===== config.mk =====
export PLATFORM = sky130hd
export DESIGN_NAME = ps2_mouse_packet_cursor_tracker
export DESIGN_NICKNAME = d
export VERILOG_FILES = /design/src/rtl/pmct_pkg.sv /design/src/rtl/ps2_mouse_packet_cursor_tracker.sv
export VERILOG_INCLUDE_DIRS = /design/src /design/src/rtl
export SDC_FILE = /design/constraint.sdc
export NUM_CORES = 1
export LEC_CHECK = 0
export BUFFER_PORTS_ARGS = -buffer_cell sky130_fd_sc_hd__buf_2
export CAP_MARGIN = 20
export CORE_MARGIN = 5
export CORE_UTILIZATION = 68
export DETAILED_ROUTE_END_ITERATION = 8
export PLACE_DENSITY = 0.87
export SLEW_MARGIN = 25
export SYNTH_ARGS = -nofsm -noshare
export SYNTH_HDL_FRONTEND = slang
export SYNTH_SLANG_ARGS = --single-unit

===== constraint.sdc =====
create_clock -name clock -period 14.45 [get_ports clock]
set_input_delay 2.1675 -clock clock [delete_from_list [all_inputs] [get_ports clock]]
set_output_delay 2.1675 -clock clock [all_outputs]
set_load 0.05 [all_outputs]

===== src/rtl/ps2_mouse_packet_cursor_tracker_macros.svh =====
// ----------------------------------------------------------------------------
// PS/2 cursor tracker assertion macros
// Short wrappers for the concurrent checks used in the tracker RTL.
// Clocked on clock, disabled while reset is high.
// ----------------------------------------------------------------------------
`ifndef PS2_MOUSE_PACKET_CURSOR_TRACKER_MACROS_SVH
`define PS2_MOUSE_PACKET_CURSOR_TRACKER_MACROS_SVH

// same-cycle implication
`define PMCT_ASSERT_IMPLY(label, ante, cons, msg) \
   label: assert property (@(posedge clock) disable iff (reset) (ante) |-> (cons)) \
      else $error(msg);

// next-cycle implication
`define PMCT_ASSERT_NEXT(label, ante, cons, msg) \
   label: assert property (@(posedge clock) disable iff (reset) (ante) |=> (cons)) \
      else $error(msg);

`endif


===== src/rtl/pmct_pkg.sv =====
// ----------------------------------------------------------------------------
// pmct_pkg
// Types and constants shared by the PS/2 mouse packet cursor tracker.
// ----------------------------------------------------------------------------
package pmct_pkg;

   localparam int COORD_BITS_DEFAULT = 10;

   localparam int BYTE_W     = 8;
   localparam int OUT_W      = 10;  // cursor port width
   localparam int GFX_DIM_W  = 11;  // graphics width/height register width
   localparam int TXT_DIM_W  = 8;   // text width/height register width
   localparam int TXT_CALC_W = 10;  // signed text cursor arithmetic
   localparam int CSR_IDX_W  = 3;
   localparam int CSR_DATA_W = 11;

   // header byte masks
   localparam logic [BYTE_W-1:0] SYNC_MASK     = 8'h08;
   localparam logic [BYTE_W-1:0] OVERFLOW_MASK = 8'hC0;
   localparam logic [BYTE_W-1:0] LEFT_MASK     = 8'h01;

   // register indexes
   localparam logic [CSR_IDX_W-1:0] CSR_GRAPHICS_MODE = 3'd0;
   localparam logic [CSR_IDX_W-1:0] CSR_GFX_WIDTH     = 3'd1;
   localparam logic [CSR_IDX_W-1:0] CSR_GFX_HEIGHT    = 3'd2;
   localparam logic [CSR_IDX_W-1:0] CSR_TEXT_WIDTH    = 3'd3;
   localparam logic [CSR_IDX_W-1:0] CSR_TEXT_HEIGHT   = 3'd4;

   // register reset values
   localparam logic [GFX_DIM_W-1:0] GFX_WIDTH_RESET   = 11'd320;
   localparam logic [GFX_DIM_W-1:0] GFX_HEIGHT_RESET  = 11'd200;
   localparam logic [TXT_DIM_W-1:0] TEXT_WIDTH_RESET  = 8'd80;
   localparam logic [TXT_DIM_W-1:0] TEXT_HEIGHT_RESET = 8'd25;

   // cursor reset positions
   localparam logic [TXT_DIM_W-1:0] TEXT_X_RESET = 8'd40;
   localparam logic [TXT_DIM_W-1:0] TEXT_Y_RESET = 8'd12;
   localparam int                   GFX_X_RESET  = 160;
   localparam int                   GFX_Y_RESET  = 100;

   typedef enum logic [1:0] {
      PH_HEADER = 2'd0,
      PH_XDELTA = 2'd1,
      PH_YDELTA = 2'd2
   } phase_type;

   typedef struct packed {
      logic             packet_done;
      logic             byte_dropped;
      logic [OUT_W-1:0] cursor_x;
      logic [OUT_W-1:0] cursor_y;
      logic             left_click;
      logic             delta_overflow;
   } rsp_type;

endpackage


===== src/rtl/ps2_mouse_packet_cursor_tracker.sv =====
// ----------------------------------------------------------------------------
// ps2_mouse_packet_cursor_tracker
// Assembles PS/2 mouse bytes into 3-byte packets and tracks text and
// graphics cursors, one response per request byte.
//
//   channel | direction | payload
//   req     | in        | req_rx_byte
//   rsp     | out       | packet_done, byte_dropped, cursor_x/y, click, ovf
//   csr     | in        | csr_index, csr_wdata (always ready)
//
// One request per cycle while req_ready is high; its response is registered
// in output or skid. The packet state and cursors update in the accept cycle.
// A two-entry output buffer (output register plus skid) lets one more request
// in while a response stalls; req_ready drops only when the skid is full.
// Reset is synchronous and restores registers, cursors and packet phase.
// ----------------------------------------------------------------------------
`include "ps2_mouse_packet_cursor_tracker_macros.svh"

module ps2_mouse_packet_cursor_tracker #(
   parameter int COORD_BITS = pmct_pkg::COORD_BITS_DEFAULT
) (
   input  logic                            clock,
   input  logic                            reset,
   // request channel
   input  logic                            req_valid,
   output logic                            req_ready,
   input  logic [pmct_pkg::BYTE_W-1:0]     req_rx_byte,
   // response channel
   output logic                            rsp_valid,
   input  logic                            rsp_ready,
   output logic                            rsp_packet_done,
   output logic                            rsp_byte_dropped,
   output logic [pmct_pkg::OUT_W-1:0]      rsp_cursor_x,
   output logic [pmct_pkg::OUT_W-1:0]      rsp_cursor_y,
   output logic                            rsp_left_click,
   output logic                            rsp_delta_overflow,
   // register write channel
   input  logic                            csr_valid,
   output logic                            csr_ready,
   input  logic [pmct_pkg::CSR_IDX_W-1:0]  csr_index,
   input  logic [pmct_pkg::CSR_DATA_W-1:0] csr_wdata
);

   localparam int CALC_W = ((COORD_BITS > pmct_pkg::GFX_DIM_W) ?
                            COORD_BITS : pmct_pkg::GFX_DIM_W) + 2;
   localparam logic signed [CALC_W-1:0] COORD_MAX = CALC_W'((1 << COORD_BITS) - 1);
   localparam int TW = pmct_pkg::TXT_CALC_W;

   // ------------------------------------------------------------------------
   // configuration registers
   // ------------------------------------------------------------------------
   logic                              graphics_mode_ff;
   logic [pmct_pkg::GFX_DIM_W-1:0]    gfx_width_ff;
   logic [pmct_pkg::GFX_DIM_W-1:0]    gfx_height_ff;
   logic [pmct_pkg::TXT_DIM_W-1:0]    text_width_ff;
   logic [pmct_pkg::TXT_DIM_W-1:0]    text_height_ff;

   assign csr_ready = 1'b1;

   always_ff @(posedge clock) begin
      if (reset) begin
         graphics_mode_ff <= 1'b0;
         gfx_width_ff     <= pmct_pkg::GFX_WIDTH_RESET;
         gfx_height_ff    <= pmct_pkg::GFX_HEIGHT_RESET;
         text_width_ff    <= pmct_pkg::TEXT_WIDTH_RESET;
         text_height_ff   <= pmct_pkg::TEXT_HEIGHT_RESET;
      end else if (csr_valid && csr_ready) begin
         unique case (csr_index)
            pmct_pkg::CSR_GRAPHICS_MODE: graphics_mode_ff <= csr_wdata[0];
            pmct_pkg::CSR_GFX_WIDTH:     gfx_width_ff     <= csr_wdata;
            pmct_pkg::CSR_GFX_HEIGHT:    gfx_height_ff    <= csr_wdata;
            pmct_pkg::CSR_TEXT_WIDTH:    text_width_ff    <= csr_wdata[7:0];
            pmct_pkg::CSR_TEXT_HEIGHT:   text_height_ff   <= csr_wdata[7:0];
            default: ;
         endcase
      end
   end

   // ------------------------------------------------------------------------
   // packet and cursor state
   // ------------------------------------------------------------------------
   pmct_pkg::phase_type               phase_ff, phase_in;
   logic [pmct_pkg::BYTE_W-1:0]       header_ff, header_in;
   logic [pmct_pkg::BYTE_W-1:0]       xbyte_ff, xbyte_in;
   logic                              left_prev_ff, left_prev_in;
   logic [pmct_pkg::TXT_DIM_W-1:0]    text_x_ff, text_x_in;
   logic [pmct_pkg::TXT_DIM_W-1:0]    text_y_ff, text_y_in;
   logic [COORD_BITS-1:0]             gfx_x_ff, gfx_x_in;
   logic [COORD_BITS-1:0]             gfx_y_ff, gfx_y_in;

   pmct_pkg::rsp_type                 rsp_in;
   logic                              req_accept;

   assign req_accept = req_valid && req_ready;

   function automatic logic signed [CALC_W-1:0] clamp_g(
      input logic signed [CALC_W-1:0] v,
      input logic signed [CALC_W-1:0] lim
   );
      logic signed [CALC_W-1:0] r;
      if (v < 0) r = '0;
      else if (v > lim) r = lim;
      else r = v;
      return r;
   endfunction

   function automatic logic signed [TW-1:0] clamp_t(
      input logic signed [TW-1:0] v,
      input logic signed [TW-1:0] lim
   );
      logic signed [TW-1:0] r;
      if (v < 0) r = '0;
      else if (v > lim) r = lim;
      else r = v;
      return r;
   endfunction

   // next phase
   always_comb begin
      unique case (phase_ff)
         pmct_pkg::PH_HEADER:
            phase_in = ((req_rx_byte & pmct_pkg::SYNC_MASK) != '0) ?
                       pmct_pkg::PH_XDELTA : pmct_pkg::PH_HEADER;
         pmct_pkg::PH_XDELTA: phase_in = pmct_pkg::PH_YDELTA;
         pmct_pkg::PH_YDELTA: phase_in = pmct_pkg::PH_HEADER;
         default:             phase_in = pmct_pkg::PH_HEADER;
      endcase
   end

   // datapath and response
   logic                              is_header, is_xdelta;
   logic                              ovf, left, moved;
   logic signed [7:0]                 dx, dy;
   logic signed [8:0]                 dx2_t, dy2_t, dx4_t, dy4_t;
   logic signed [7:0]                 dx_half, dy_half, dx_qtr, dy_qtr;
   logic signed [CALC_W-1:0]          g_sum_x, g_sum_y, g_lim_x, g_lim_y;
   logic signed [CALC_W-1:0]          g_new_x, g_new_y;
   logic signed [TW-1:0]              t_sum_x, t_sum_y, t_lim_x, t_lim_y;
   logic signed [TW-1:0]              t_new_x, t_new_y;

   always_comb begin
      is_header = (phase_ff == pmct_pkg::PH_HEADER);
      is_xdelta = (phase_ff == pmct_pkg::PH_XDELTA);

      ovf  = (header_ff & pmct_pkg::OVERFLOW_MASK) != '0;
      left = (header_ff & pmct_pkg::LEFT_MASK) != '0;
      dx   = ovf ? 8'sd0 : signed'(xbyte_ff);
      dy   = ovf ? 8'sd0 : signed'(req_rx_byte);
      moved = (dx != 0) || (dy != 0);

      // divide with truncation toward zero: bias negatives before shifting
      dx2_t = 9'(dx) + signed'({8'b0, dx[7]});
      dy2_t = 9'(dy) + signed'({8'b0, dy[7]});
      dx4_t = 9'(dx) + signed'({7'b0, dx[7], dx[7]});
      dy4_t = 9'(dy) + signed'({7'b0, dy[7], dy[7]});
      dx_half = 8'(dx2_t >>> 1);
      dy_half = 8'(dy2_t >>> 1);
      dx_qtr  = 8'(dx4_t >>> 2);
      dy_qtr  = 8'(dy4_t >>> 2);

      // graphics limits: width-1, floored at zero, capped at coordinate max
      g_lim_x = signed'(CALC_W'(gfx_width_ff)) - CALC_W'(1);
      g_lim_y = signed'(CALC_W'(gfx_height_ff)) - CALC_W'(1);
      if (g_lim_x < 0) g_lim_x = '0;
      if (g_lim_y < 0) g_lim_y = '0;
      if (g_lim_x > COORD_MAX) g_lim_x = COORD_MAX;
      if (g_lim_y > COORD_MAX) g_lim_y = COORD_MAX;
      g_sum_x = signed'(CALC_W'(gfx_x_ff)) + CALC_W'(dx_half);
      g_sum_y = signed'(CALC_W'(gfx_y_ff)) - CALC_W'(dy_half);
      g_new_x = clamp_g(g_sum_x, g_lim_x);
      g_new_y = clamp_g(g_sum_y, g_lim_y);

      // text limits: width-1 and height-2, floored at zero
      t_lim_x = signed'(TW'(text_width_ff)) - TW'(1);
      t_lim_y = signed'(TW'(text_height_ff)) - TW'(2);
      if (t_lim_x < 0) t_lim_x = '0;
      if (t_lim_y < 0) t_lim_y = '0;
      t_sum_x = signed'(TW'(text_x_ff)) + TW'(dx_qtr);
      t_sum_y = signed'(TW'(text_y_ff)) - TW'(dy_qtr);
      t_new_x = clamp_t(t_sum_x, t_lim_x);
      t_new_y = clamp_t(t_sum_y, t_lim_y);

      header_in    = header_ff;
      xbyte_in     = xbyte_ff;
      left_prev_in = left_prev_ff;
      text_x_in    = text_x_ff;
      text_y_in    = text_y_ff;
      gfx_x_in     = gfx_x_ff;
      gfx_y_in     = gfx_y_ff;

      rsp_in = '0;

      if (is_header) begin
         if ((req_rx_byte & pmct_pkg::SYNC_MASK) == '0) begin
            rsp_in.byte_dropped = 1'b1;
         end else begin
            header_in = req_rx_byte;
         end
      end else if (is_xdelta) begin
         xbyte_in = req_rx_byte;
      end else begin
         rsp_in.packet_done    = 1'b1;
         rsp_in.delta_overflow = ovf;
         rsp_in.left_click     = left && !left_prev_ff;
         left_prev_in          = left;
         if (graphics_mode_ff) begin
            if (moved) begin
               gfx_x_in = COORD_BITS'(g_new_x);
               gfx_y_in = COORD_BITS'(g_new_y);
            end
         end else if (!ovf) begin
            text_x_in = t_new_x[7:0];
            text_y_in = t_new_y[7:0];
         end
      end

      if (graphics_mode_ff) begin
         rsp_in.cursor_x = pmct_pkg::OUT_W'(gfx_x_in);
         rsp_in.cursor_y = pmct_pkg::OUT_W'(gfx_y_in);
      end else begin
         rsp_in.cursor_x = pmct_pkg::OUT_W'(text_x_in);
         rsp_in.cursor_y = pmct_pkg::OUT_W'(text_y_in);
      end
   end

   always_ff @(posedge clock) begin
      if (reset) begin
         phase_ff     <= pmct_pkg::PH_HEADER;
         header_ff    <= '0;
         xbyte_ff     <= '0;
         left_prev_ff <= 1'b0;
         text_x_ff    <= pmct_pkg::TEXT_X_RESET;
         text_y_ff    <= pmct_pkg::TEXT_Y_RESET;
         gfx_x_ff     <= COORD_BITS'(pmct_pkg::GFX_X_RESET);
         gfx_y_ff     <= COORD_BITS'(pmct_pkg::GFX_Y_RESET);
      end else if (req_accept) begin
         phase_ff     <= phase_in;
         header_ff    <= header_in;
         xbyte_ff     <= xbyte_in;
         left_prev_ff <= left_prev_in;
         text_x_ff    <= text_x_in;
         text_y_ff    <= text_y_in;
         gfx_x_ff     <= gfx_x_in;
         gfx_y_ff     <= gfx_y_in;
      end
   end

   // ------------------------------------------------------------------------
   // output register with skid entry
   // ------------------------------------------------------------------------
   logic              out_valid_ff, skid_valid_ff;
   pmct_pkg::rsp_type out_ff, skid_ff;
   logic              out_free;

   assign req_ready = !skid_valid_ff;
   assign out_free  = !out_valid_ff || rsp_ready;

   always_ff @(posedge clock) begin
      if (reset) begin
         out_valid_ff  <= 1'b0;
         skid_valid_ff <= 1'b0;
      end else if (!out_free) begin
         if (req_accept) begin
            skid_valid_ff <= 1'b1;
         end
      end else if (skid_valid_ff) begin
         out_valid_ff  <= 1'b1;
         skid_valid_ff <= 1'b0;
      end else begin
         out_valid_ff <= req_accept;
      end
   end

   always_ff @(posedge clock) begin
      if (!out_free) begin
         if (req_accept) begin
            skid_ff <= rsp_in;
         end
      end else if (skid_valid_ff) begin
         out_ff <= skid_ff;
      end else if (req_accept) begin
         out_ff <= rsp_in;
      end
   end

   assign rsp_valid          = out_valid_ff;
   assign rsp_packet_done    = out_ff.packet_done;
   assign rsp_byte_dropped   = out_ff.byte_dropped;
   assign rsp_cursor_x       = out_ff.cursor_x;
   assign rsp_cursor_y       = out_ff.cursor_y;
   assign rsp_left_click     = out_ff.left_click;
   assign rsp_delta_overflow = out_ff.delta_overflow;

   // ------------------------------------------------------------------------
   // assertions
   // ------------------------------------------------------------------------
   logic rsp_flag_any;

   assign rsp_flag_any = rsp_left_click || rsp_delta_overflow;

   `PMCT_ASSERT_IMPLY(a_skid_behind_out, skid_valid_ff, out_valid_ff, "skid without output")
   `PMCT_ASSERT_NEXT(a_stall_fills_skid, req_accept && !out_free, skid_valid_ff, "request lost")
   `PMCT_ASSERT_IMPLY(a_done_xor_drop, rsp_valid && rsp_byte_dropped, !rsp_packet_done, "both set")
   `PMCT_ASSERT_IMPLY(a_flags_done, rsp_valid && rsp_flag_any, rsp_packet_done, "flag alone")

endmodule


# ---- Word-level counts from Yosys, hierarchy flattened
# Index checks and enable logic that the tools add are counted.
dict set report totals {
  mem_bits_rw 0
  in_bits 27
  register_bits 144
  mem_count 0
  mem_bits_ro 0
  latch_bits 0
  elab_cells 131
}
dict set report op_classes {
  n_reduce_logical 25
  mul 0
  eq_ne 5
  n_mux 44
  addsub 12
  div 0
  n_lt_le_gt_ge 14
  shifts 0
  bitwise 4
}
# cell count
set ops {}
lappend ops {{two-way mux 10 bit} 14}
lappend ops {{two-way mux 8 bit} 14}
lappend ops {{nonzero test 32 bit} 2}
lappend ops {{two-way mux 13 bit} 4}
lappend ops {{less-than comparator 12 x 1 -> 1 bit (second input constant)} 4}
lappend ops {{two-way mux 24 bit} 2}
lappend ops {{greater-than comparator 12 x 13 -> 1 bit} 2}
lappend ops {{greater-than comparator 13 x 11 -> 1 bit (second input constant)} 2}
lappend ops {{subtractor 11 x 1 -> 12 bit (second input constant)} 2}
lappend ops {{greater-than comparator 10 bit} 2}
lappend ops {{less-than comparator 10 x 1 -> 1 bit (second input constant)} 2}
lappend ops {{two-way mux 20 bit} 1}
lappend ops {{adder 8 x 2 -> 9 bit} 2}
lappend ops {{adder 8 x 3 -> 9 bit} 2}
lappend ops {{less-than comparator 9 x 1 -> 1 bit (second input constant)} 2}
lappend ops {{AND reduction 2 bit} 7}
lappend ops {{adder 11 x 8 -> 12 bit} 1}
lappend ops {{subtractor 11 x 8 -> 12 bit} 1}
lappend ops {{adder 9 x 7 -> 10 bit} 1}
lappend ops {{subtractor 9 x 7 -> 10 bit} 1}
lappend ops {{AND reduction 3 bit} 3}
lappend ops {{subtractor 8 x 1 -> 9 bit (second input constant)} 1}
lappend ops {{subtractor 8 x 2 -> 9 bit (second input constant)} 1}
lappend ops {{logical NOT 8 bit} 1}
lappend ops {{16 further kinds} 30}

# ---- Depth between registers and ports, before layout
# Gate-level depths: netlist (run 1).
dict set report logic_depth {
  depth_word 15
  ltp_mapped 26
  ltp_nobuf 23
}

# ---- Worst setup path before layout (run 1)
# Ideal clock, no wire load.
dict set report synth_path {
  kind {input to register}
  from {in req_rx_byte[7] in the netlist's numbering}
  to {reg out_ff (netlist bit rsp_cursor_y[7]) (data pin)}
  setup_ns 0.268
  t_arrival_ns 6.571
  path_slack_ns 7.610
  cell_stages 23
  path_buffers 2
  t_required_ns 14.182
  path_cell_list {clkbuf_1 nand2_1 inv_1 ha_1 a41oi_1 nor2b_1 nand3_1 xnor2_1 nand2_1 ha_1 a21oi_1 nor2b_1 or4b_2 and2_1 xnor2_1 ha_1 a21oi_1 a21o_1 buf_1 a21oi_1 a21o_1 a221oi_1 o31ai_1}
}
dict set report synth_via {
  elab_chain_len 13
  word_cells_on_any_way 26
  classes_between {add/sub (4); order compare (4); mux (16); reduce/logical (2)}
}
# element line_no
set synth_rtl {}
lappend synth_rtl {{start: declaration} ps2_mouse_packet_cursor_tracker.sv:27} ;# input logic [pmct_pkg::BYTE_W-1:0] req_rx_byte,
lappend synth_rtl {{two-way mux 8 bit *} ps2_mouse_packet_cursor_tracker.sv:148} ;# dy = ovf ? 8'sd0 : signed'(req_rx_byte);
lappend synth_rtl {{adder 8 x 2 -> 9 bit or adder 8 x 3 -> 9 bit (tied branches)} {ps2_mouse_packet_cursor_tracker.sv:153, ps2_mouse_packet_cursor_tracker.sv:155}}
lappend synth_rtl {{subtractor 11 x 8 -> 12 bit or subtractor 9 x 7 -> 10 bit (tied branches)} {ps2_mouse_packet_cursor_tracker.sv:169, ps2_mouse_packet_cursor_tracker.sv:179}}
lappend synth_rtl {{greater-than comparator 12 x 13 -> 1 bit or greater-than comparator 10 bit (tied branches)} {ps2_mouse_packet_cursor_tracker.sv:102, ps2_mouse_packet_cursor_tracker.sv:113}}
lappend synth_rtl {{two-way mux 10 bit or two-way mux 8 bit (tied branches)} {ps2_mouse_packet_cursor_tracker.sv:102, ps2_mouse_packet_cursor_tracker.sv:113}}
lappend synth_rtl {{two-way mux 10 bit or two-way mux 8 bit (tied branches)} {ps2_mouse_packet_cursor_tracker.sv:101, ps2_mouse_packet_cursor_tracker.sv:112}}
lappend synth_rtl {{two-way mux 10 bit or two-way mux 8 bit (tied branches)} {ps2_mouse_packet_cursor_tracker.sv:207, ps2_mouse_packet_cursor_tracker.sv:211}}
lappend synth_rtl {{two-way mux 10 bit or two-way mux 8 bit (tied branches)} ps2_mouse_packet_cursor_tracker.sv:206} ;# if (graphics_mode_ff) begin
lappend synth_rtl {{two-way mux 10 bit or two-way mux 8 bit (tied branches)} ps2_mouse_packet_cursor_tracker.sv:199} ;# end else if (is_xdelta) begin
lappend synth_rtl {{two-way mux 10 bit or two-way mux 8 bit (tied branches)} ps2_mouse_packet_cursor_tracker.sv:193} ;# if (is_header) begin
lappend synth_rtl {{two-way mux 20 bit *} ps2_mouse_packet_cursor_tracker.sv:217} ;# if (graphics_mode_ff) begin
lappend synth_rtl {{two-way mux 24 bit *} ps2_mouse_packet_cursor_tracker.sv:281} ;# end else if (req_accept) begin
lappend synth_rtl {{two-way mux 24 bit *} ps2_mouse_packet_cursor_tracker.sv:279} ;# end else if (skid_valid_ff) begin
lappend synth_rtl {{end signal: assignment} ps2_mouse_packet_cursor_tracker.sv:280} ;# out_ff <= skid_ff;
lappend synth_rtl {{end signal: assignment} ps2_mouse_packet_cursor_tracker.sv:282} ;# out_ff <= rsp_in;
lappend synth_rtl {{end: declaration} ps2_mouse_packet_cursor_tracker.sv:252} ;# pmct_pkg::rsp_type out_ff, skid_ff;
# Every way passes the cells marked *; elsewhere a longest branch is shown, timed or not. The select of a mux whose other input is x is not followed.
# A chain may end at the register's enable or synchronous reset.

# ---- Worst setup path in the final report (run 1)
dict set report layout_path {
  from {in req_rx_byte[7] in the netlist's numbering}
  to {reg out_ff (netlist bit rsp_cursor_y[2]) (data pin)}
}
# The elaborated chain is that of the path after synthesis.

==> impl_metrics.json, run 1 <==
{
  "status": "finished, final reports clean",
  "post_cts_hold_buffer_count": 0,
  "placementRows": 45,
  "synth_largest_area_cell": "dfxtp_1",
  "antenna_left": 0,
  "worstSetupStartpointType": "input pin",
  "synthDistinctLibCells": 81,
  "clock_sink_count": 139,
  "synthDominantCellAreaShare_pct": 17.3,
  "timing.max_cap.violations": 0,
  "met1_usage_pct": 43.5,
  "clockRootBuffer": "clkbuf_16",
  "min_path_type": "flop to flop",
  "synth-edff-count": 48,
  "final_max_slew_viol_count": 0,
  "vdd.ir_drop.worst_uv": 96.1,
  "grt.total_usage_pct": 31.9,
  "final_util_pct": 74.8,
  "finalNetCount": 1437,
  "worst_hold_path.num_cells": 2,
  "max_freq_ghz": 0.145,
  "clock_transition_time_at_the_flip_flop_clock_pins_of_the_worst_setup_and_hold_paths_ns": 0.07,
  "synth.cell_area_um2": 10500,
  "asyncSetResetFlopFracSynth_pct": 0,
  "tritoncts": "yes",
  "numPortBuffers": 52,
  "groute.layer.met2.usage_pct": 49.4,
  "insertion_delay_ns": 0.44,
  "crit_path_end_kind": "flop",
  "post-cts-setup-buffer-count": 0,
  "rsz0062_at_grt": "false",
  "seq_area_frac_synth_pct": 31.0,
  "tns_ns": 0,
  "vias": 10000,
  "yosys_most_used_dff": "dfxtp_1",
  "critPathSlowestCell": "a311oi_1",
  "p_per_area_nw_per_um2": 95.2,
  "avgSynthCellArea_um2": 8.08,
  "route.detailed.vias_per_inst": 6.59,
  "cts_inserted_buffers": 17,
  "detail_route.first_pass.iterations": 5,
  "wire_per_inst_um": 18.9,
  "route.detailed.drc": 0,
  "final_layout_size_suffix_gt1_share_pct": 10.0,
  "required_ns": 14.62,
  "cell_mode_on_critical_path": "ha_1",
  "yosys_warnings": 0,
  "criticalPathCategory": "input pin to flop",
  "fp.dieW_um": 134,
  "initial_core_util_pct": 69.2,
  "critPathMaxStageDelay_ns": 0.64,
  "grt_antenna_before_repair": 1,
  "dieHeight_um": 134,
  "grt.met3_usage_pct": 8.36,
  "grt_pass1_wl_um": 46300,
  "ys_seq_elements": 139,
  "design.core.area_um2": 15200,
  "htreeDepth": 4,
  "post_cts_resize_count": 0,
  "netlist_instances": 1302,
  "finalWeightedCongestion": 1.01,
  "grt_max_degree": 81,
  "post_synth_main_area_contributors": "dfxtp_1 (17%), edfxtp_1 (14%), ha_1 (10%)",
  "layout_worst_path_cycle_share_pct": 47.6,
  "top_level_ports": 54,
  "slew_at_the_pin_with_the_worst_max_slew_slack_ns": 0.929,
  "top_fanout_value_on_the_critical_path": 9,
  "areaGrowthSynthToFinish_pct": 8.04,
  "arrival_ns": 7.05,
  "rel_slew_slack_pct": 37.5,
  "globalRoute.totalOverflow": 0,
  "first_global_vias": 9222,
  "cellLeakagePower_nw": 4.59,
  "final_hold_viol_count": 0,
  "reg2reg_depth": 22,
  "finalCriticalPeriod_ns": 6.88,
  "drtIter0Drc": 1200,
  "clock_tree.buffer_depth": 2,
  "setup-violations-final": 0,
  "dieArea_um2": 18100,
  "crit_path_cell_trace": "buf_2 > and3_1 > ha_1 > ha_1 > inv_1 > fa_1 > a211oi_1 > o21ai_0 > a41oi_1 > a21oi_1 > nor2_1 > xnor2_1 > ha_1 > nand2_1 > or4_1 > o21ai_0 > o211a_1 > nor4_1 > a311oi_1 > o31ai_1",
  "postRouteWirelength_um": 28800,
  "gr-max-usage-layer": "met2",
  "hpwl_um": 20700,
  "worst_clock_skew_ns": 0.00778
}
## placed cells by master (no fill, tap or decap), drive strengths merged, types with 31 or more instances in the layout
cell type	count
nand3	31
ha	84
buf	60
xnor2	41
edfxtp	48
nor2	104
dfxtp	91
nand2	211
nor3	32
a21oi	122
inv	55
o21ai	58
## metal layers
metal  part of all wire, %  wire, um
met5                     0         0
met4                   2.6       758
met3                    11      3100
met2                    44     12800
met1                    42     12100
## cell type report
| cell class | count | area (um^2) |
|---|---|---|
| Inverter | 47 | 176 |
| Antenna cell | 1 | 2.50 |
| Clock buffer | 17 | 425 |
| Multi-Input combinational cell | 1057 | 6810 |
| Fill cell | 1138 | 3830 |
| Sequential cell | 139 | 3260 |
| Timing Repair Buffer | 60 | 320 |
| Tap cell | 188 | 235 |
| Clock inverter | 15 | 133 |
## worst max-delay path, delay by kind of cell
kind | cells | cell delay [ns]
AO/OA/AOI/OAI | 8 | 2.40
adder cells (fa/ha/maj) | 4 | 1.17
AND/OR/NAND/NOR | 5 | 1.01
buffers and inverters | 2 | 0.21
XOR/XNOR | 1 | 0.08
## path summary, 6_finish.rpt
check	startpoint	to	slack, ns
worst max-delay path	req_rx_byte[7]	rsp_cursor_y[2]	7.57
worst min-delay path	gfx_y_ff[0]	gfx_y_ff[0]	0.46
worst max register to register	header_ff[6]	rsp_cursor_x[7]	8.46
worst min register to register	gfx_y_ff[0]	gfx_y_ff[0]	0.46
## sequential cells by signal, summed over array words and instances (netlist names)
| name | flops |
|---|---|
| rsp_delta_overflow | 1 |
| gfx_y_ff | 10 |
| header_ff | 3 |
| rsp_byte_dropped | 1 |
| gfx_width_ff | 11 |
| rsp_cursor_y | 10 |
| rsp_packet_done | 1 |
| skid_valid_ff | 1 |
| phase_ff | 2 |
| gfx_x_ff | 10 |
| rsp_valid | 1 |
| graphics_mode_ff | 1 |
| rsp_cursor_x | 10 |
| left_prev_ff | 1 |
| gfx_height_ff | 11 |
| xbyte_ff | 8 |
| text_height_ff | 8 |
| text_x_ff | 8 |
| text_width_ff | 8 |
| text_y_ff | 8 |
| rsp_left_click | 1 |
| skid_ff | 24 |
## cell families (layout without fill, tap and decap cells)
family                     Yosys count  after routing  share of synthesized area (%)
and+or+nand+nor                    522            522                           23.6
AOI/OAI and AO/OA                  355            355                           22.1
DFF                                139            139                           31.0
buffers and inverters              108            139                           4.45
adders and majority gates           88             88                           10.7
xor gates and xnor gates            61             61                           5.21
muxes                               28             28                           2.79
other                                1              4                         0.0356
## where the power goes
group,internal (W),leakage [nW],switching (W)
clock network,0.000226,0.271,0.000194
registers,0.000416,1.18,0.00000841
logic,0.0000822,3.13,0.000156
## cell usage after synthesis, drive strengths merged, types with 5 or more instances
master,number
a2111oi,6
a211oi,15
a21boi,6
a21o,20
a21oi,122
a221oi,5
a311oi,7
a31oi,18
a32oi,9
and2,13
and3,14
buf,11
clkbuf,49
dfxtp,91
edfxtp,48
ha,84
inv,47
mux2,11
mux2i,17
nand2,211
nand2b,19
nand3,31
nand3b,11
nand4,11
nor2,104
nor2b,21
nor3,32
nor4,19
o211a,6
o211ai,5
o21a,21
o21ai,58
o31ai,11
or2,13
or3,5
xnor2,41
xor2,19
## per-stage QoR
step / hold slack [ns] / cell area (um^2) / std cells / total power [W] / setup slack [ns]
floorplan: 0.425 / 10500 / 1304 / 0.000609 / 7.61
global placement: 0.435 / 10800 / 1490 / 0.000654 / 7.47
detailed placement: 0.443 / 10800 / 1491 / 0.000661 / 7.36
CTS: 0.458 / 11400 / 1523 / 0.00108 / 7.78
global route: 0.488 / 11400 / 1524 / 0.00113 / 7.27
finish: 0.463 / 11400 / 1524 / 0.00108 / 7.57
Power figures use the tool's default switching activity.
==> run 2, diff against run 1 <==
Settings changed: CORE_UTILIZATION 68 to 63, PLACE_DENSITY 0.87 to 0.82.
Clock period 14.45 ns to 6.85 ns, I/O delays scaled along.
==> impl_metrics.json, run 2 (synthesis gave the netlist of run 1 again) <==
{
  "status": "finished, final reports clean",
  "setup-violations-final": 0,
  "post_cts_hold_buffer_count": 0,
  "numPortBuffers": 52,
  "detail_route.first_pass.iterations": 6,
  "tns_ns": 0,
  "critical_path.top_delay_family": "compound AO/OA/AOI/OAI gates",
  "dieArea_um2": 19400,
  "crit_path_end_kind": "flop",
  "layout_worst_path_cycle_share_pct": 86.5,
  "globalRoute.totalOverflow": 0,
  "min_path_type": "flop to flop",
  "cellLeakagePower_nw": 4.61,
  "pre_cts_ws_ns": 0.841,
  "worst_clock_skew_ns": 0.00726,
  "insertion_delay_ns": 0.43,
  "final_cell_mix": "nand2_1 (211), a21oi_1 (121), nor2_1 (102)",
  "antenna_left": 0,
  "crit_path_cell_trace": "nor2_1 > buf_4 > and2_1 > ha_1 > a31oi_1 > nor2b_1 > xnor2_1 > nor2_1 > inv_1 > fa_1 > nor2b_1 > o31ai_1 > nand2b_1 > a21oi_1 > xnor2_1 > ha_1 > nand4_1 > o22ai_1 > a21oi_1 > o211ai_1 > a2111oi_0 > nor4b_1 > a221oi_1",
  "multiInputGateArea_um2": 6820,
  "cp.buffers_inverters": 2,
  "most_common_library_cell_in_the_layout_ignoring_fill_and_taps": "nand2_1",
  "clockRootBuffer": "clkbuf_16",
  "post_cts_resize_count": 0,
  "vias": 9942,
  "post-cts-setup-buffer-count": 0,
  "slew_at_the_pin_with_the_worst_max_slew_slack_ns": 0.988,
  "clock_transition_time_at_the_flip_flop_clock_pins_of_the_worst_setup_and_hold_paths_ns": 0.06,
  "htreeDepth": 4,
  "critPathMaxStageDelay_ns": 0.91,
  "areaGrowthSynthToFinish_pct": 8.85,
  "postRouteWirelength_um": 28500,
  "placementRows": 47,
  "cts_inserted_buffers": 17,
  "finalNetCount": 1438,
  "criticalPathCategory": "flop to flop",
  "top_fanout_value_on_the_critical_path": 23,
  "tritoncts": "yes",
  "initial_core_util_pct": 63.9,
  "required_ns": 7.10,
  "clock_tree.buffer_depth": 2,
  "regMostFlops": "skid_ff",
  "layout.area.seq_um2": 3260,
  "first_global_vias": 9119,
  "rel_slew_slack_pct": 34.0,
  "drtIter0Drc": 1136,
  "grt_antenna_before_repair": 0,
  "critPathSlowestCell": "a2111oi_0",
  "route.detailed.drc": 0,
  "grt_pass1_wl_um": 46600,
  "fill_cells": 1347,
  "fp.dieW_um": 139,
  "grt_max_degree": 81,
  "top_level_ports": 54,
  "worstSetupStartpointType": "flop",
  "largest_register_ff_count": 24,
  "final_layout_size_suffix_gt1_share_pct": 9.81,
  "vdd.ir_drop.worst_uv": 176,
  "clock_sink_count": 139,
  "final_max_slew_viol_count": 0,
  "route.detailed.vias_per_inst": 6.39,
  "p_per_area_nw_per_um2": 204,
  "design.core.area_um2": 16500,
  "max_freq_ghz": 0.169,
  "final_critical_path_setup_slack_ns": 0.923,
  "final_hold_viol_count": 0,
  "antenna-diode-count": 0,
  "wire_per_inst_um": 18.3,
  "hpwl_um": 20800,
  "grt.total_usage_pct": 29.1,
  "arrival_ns": 6.17,
  "finalCriticalPeriod_ns": 5.93,
  "timing.max_cap.violations": 0,
  "leading_registers_by_flop_count": "skid_ff (24), gfx_height_ff (11), gfx_width_ff (11)",
  "rsz0062_at_grt": "false",
  "dieHeight_um": 139,
  "finalWeightedCongestion": 0.971
}
run 2: cell type report:
type | instances | area share [%]
Timing Repair Buffer | 61 | 2.86
Sequential cell | 139 | 28.5
Tap cell | 220 | 2.40
Inverter | 47 | 1.54
Clock buffer | 20 | 3.90
Clock inverter | 12 | 1.28
Multi-Input combinational cell | 1057 | 59.5
run 2: layer usage:
layer	global-route usage [%]	wire length [um]
met2	43.6	12300
met5	0	0
met3	6.72	2810
met4	7.83	482
met1	42.4	12900
run 2: final timing paths:
check | from | to | slack, ns | depth (start not counted)
max | header_ff[6] | rsp_cursor_x[2] | 0.92 | 23
min | gfx_y_ff[0] | gfx_y_ff[0] | 0.46 | 2
max reg2reg | header_ff[6] | rsp_cursor_x[2] | 0.92 | 23
min reg2reg | gfx_y_ff[0] | gfx_y_ff[0] | 0.46 | 2
run 2: where the power goes:
part           switching (W)  total (W)  internal (W)  leakage, nW
Clock               0.000361   0.000941      0.000580        0.290
Sequential         0.0000185   0.000896      0.000878         1.18
Combinational       0.000323   0.000495      0.000172         3.14
run 2: through the flow:
step | area (um^2) | hold WS, ns | total power [W] | util, % | instances
6_report | 11500 | 0.462 | 0.00233 | 69.6 | 1556
5_1_grt | 11500 | 0.474 | 0.00243 | 69.6 | 1556
4_1_cts | 11400 | 0.461 | 0.00233 | 69.5 | 1556
3_5_place_dp | 10900 | 0.447 | 0.00139 | 65.9 | 1524
3_3_place_gp | 10800 | 0.437 | 0.00138 | 65.9 | 1524
2_1_floorplan | 10500 | 0.425 | 0.00128 | - | 1304
run 2: worst reg2reg max path, cell delays in order (launching register included):
cell	delay (ns)
dfxtp_1	0.32
nor2_1	0.11
buf_4	0.27
and2_1	0.24
ha_1	0.27
a31oi_1	0.43
nor2b_1	0.12
xnor2_1	0.14
nor2_1	0.17
inv_1	0.09
fa_1	0.47
nor2b_1	0.17
o31ai_1	0.11
nand2b_1	0.09
a21oi_1	0.08
xnor2_1	0.30
ha_1	0.31
nand4_1	0.08
o22ai_1	0.07
a21oi_1	0.30
o211ai_1	0.33
a2111oi_0	0.92
nor4b_1	0.14
a221oi_1	0.24
==> run 3, diff against run 2 <==
Settings changed: CORE_MARGIN 5 to 1.5.
==> impl_metrics.json, run 3 (synthesis gave the netlist of run 1 again) <==
{
  "htreeDepth": 4,
  "slew_at_the_pin_with_the_worst_max_slew_slack_ns": 0.962,
  "cellLeakagePower_nw": 4.57,
  "clockRootBuffer": "clkbuf_16",
  "arrival_ns": 6.20,
  "critical_path.top_delay_family": "compound AO/OA/AOI/OAI gates",
  "first_global_vias": 8864,
  "worst_clock_skew_ns": 0.00822,
  "setup-violations-final": 0,
  "regMostFlops": "skid_ff",
  "fp.dieW_um": 132,
  "dieHeight_um": 132,
  "final_max_slew_viol_count": 0,
  "routed-wl-met2_um": 13000,
  "grt.total_usage_pct": 32.2,
  "tns_ns": 0,
  "hpwl_um": 20800,
  "rsz0062_at_grt": "false",
  "switching_power_w": 0.000727,
  "final_cells": 1556,
  "combinational_group_share_of_total_power_pct": 22.0,
  "antenna_left": 0,
  "max_freq_ghz": 0.168,
  "post_cts_resize_count": 0,
  "leading_registers_by_flop_count": "skid_ff (24), gfx_height_ff (11), gfx_width_ff (11)",
  "top_level_ports": 54,
  "final_layout_size_suffix_gt1_share_pct": 9.89,
  "clock_tree.buffer_depth": 2,
  "cts_inserted_buffers": 17,
  "cellInternalPower_w": 0.00155,
  "design.core.area_um2": 16500,
  "postLayoutCellArea_um2": 11400,
  "drtIter0Drc": 1007,
  "finalNetCount": 1437,
  "most_common_library_cell_in_the_layout_ignoring_fill_and_taps": "nand2_1",
  "grt_max_degree": 81,
  "post_cts_hold_buffer_count": 0,
  "grt_pass1_wl_um": 44900,
  "critPathSlowestCell": "a2111oi_0",
  "detail_route.first_pass.iterations": 6,
  "post-cts-setup-buffer-count": 0,
  "critPathMaxStageDelay_ns": 0.95,
  "crit_path_cell_trace": "nor2_1 > and2_1 > ha_1 > a31oi_1 > nor3_1 > xnor2_1 > ha_1 > nor2b_1 > o31ai_1 > nand2b_1 > a21oi_1 > xnor2_1 > ha_1 > nand4_1 > o22ai_1 > a21oi_1 > o211ai_1 > a2111oi_0 > nor4b_1 > a221oi_1",
  "finalCriticalPeriod_ns": 5.96,
  "detailroute.wirelength.met3_um": 2570,
  "p_per_area_nw_per_um2": 200,
  "clock_sink_count": 139,
  "wire_per_inst_um": 18.4,
  "top_fanout_value_on_the_critical_path": 10,
  "cp.buffers_inverters": 0,
  "min_path_type": "flop to flop",
  "vias": 9924,
  "timing.reg2reg.setup_slack_ns": 0.89,
  "criticalPathCategory": "flop to flop",
  "sw_frac_of_total_pct": 31.9,
  "numPortBuffers": 52,
  "rel_slew_slack_pct": 35.3,
  "finalWeightedCongestion": 0.972,
  "final_cell_mix": "nand2_1 (211), a21oi_1 (121), nor2_1 (102)",
  "layout_worst_path_cycle_share_pct": 87.0,
  "fill_cells": 1349,
  "grt_antenna_before_repair": 1,
  "placed_area_um2": 10800,
  "tritoncts": "yes",
  "worstSetupStartpointType": "flop",
  "required_ns": 7.09,
  "dp.cells": 1523,
  "cell_mode_on_critical_path": "ha_1",
  "insertion_delay_ns": 0.43,
  "placementRows": 47,
  "globalRoute.totalOverflow": 0,
  "areaGrowthSynthToFinish_pct": 8.35,
  "final_hold_viol_count": 0,
  "postRouteWirelength_um": 28700,
  "top_layer_used": "met4",
  "initial_core_util_pct": 63.9,
  "vdd.ir_drop.worst_uv": 188,
  "route.detailed.vias_per_inst": 6.38,
  "clock_power_share_pct": 38.7,
  "crit_path_end_kind": "flop",
  "clock_transition_time_at_the_flip_flop_clock_pins_of_the_worst_setup_and_hold_paths_ns": 0.06,
  "dieArea_um2": 17500,
  "status": "finished, final reports clean",
  "largest_register_ff_count": 24,
  "detail_route.wirelength.met1_um": 12600,
  "route.detailed.drc": 0,
  "timing.max_cap.violations": 0,
  "sequentialPowerShare_pct": 39.3
}
[run 3: area by class of cell]
class                   instances  area [um^2]  area share [%]
diodes                          1         2.50          0.0219
clock buffers                  18          429            3.76
clock inverters                14          121            1.06
inverters                      47          176            1.55
multi-input cells            1057         6810            59.8
flip-flops and latches        139         3260            28.6
well taps                     220          275            2.41
repair buffers                 60          320            2.81
[run 3: worst min-delay path: cells and delay by family, from the launching register on]
family	cells	cell delay (ns)
AND/OR/NAND/NOR	1	0.04
flip-flops	1	0.32
AO/OA/AOI/OAI	1	0.06
[run 3: final timing paths]
kind,end,from,cells past startpoint
worst min-delay path,gfx_y_ff[0],gfx_y_ff[0],2
worst min register to register,gfx_y_ff[0],gfx_y_ff[0],2
worst max-delay path,rsp_cursor_x[2],header_ff[6],20
worst max register to register,rsp_cursor_x[2],header_ff[6],20
[run 3: metal layers]
| metal | global-route usage [%] | vias to the layer above |
|---|---|---|
| li1 | - | 4775 |
| met2 | 51.4 | 456 |
| met1 | 44.6 | 4648 |
| met3 | 6.73 | 45 |
| met5 | 0 | - |
| met4 | 8.49 | 0 |
[run 3: through the flow]
step | setup slack [ns] | power [W] | util [%] | hold slack (ns)
global placement | 0.978 | 0.00139 | 65.8 | 0.435
global route | 0.459 | 0.00236 | 69.2 | 0.482
finish | 0.889 | 0.00228 | 69.2 | 0.457
floorplan | 1.15 | 0.00128 | - | 0.425
detailed placement | 0.835 | 0.00139 | 65.8 | 0.444
CTS | 1.07 | 0.00227 | 69.2 | 0.459
[run 3: power by group through the flow]
stage / clock network, W / logic [W] / registers, W
final: 0.000881 / 0.000500 / 0.000896
after global routing: 0.000915 / 0.000545 / 0.000898
after CTS: 0.000881 / 0.000490 / 0.000895
after detailed placement: 0 / 0.000481 / 0.000913
after global placement: 0 / 0.000474 / 0.000912
after floorplan: 0 / 0.000344 / 0.000940
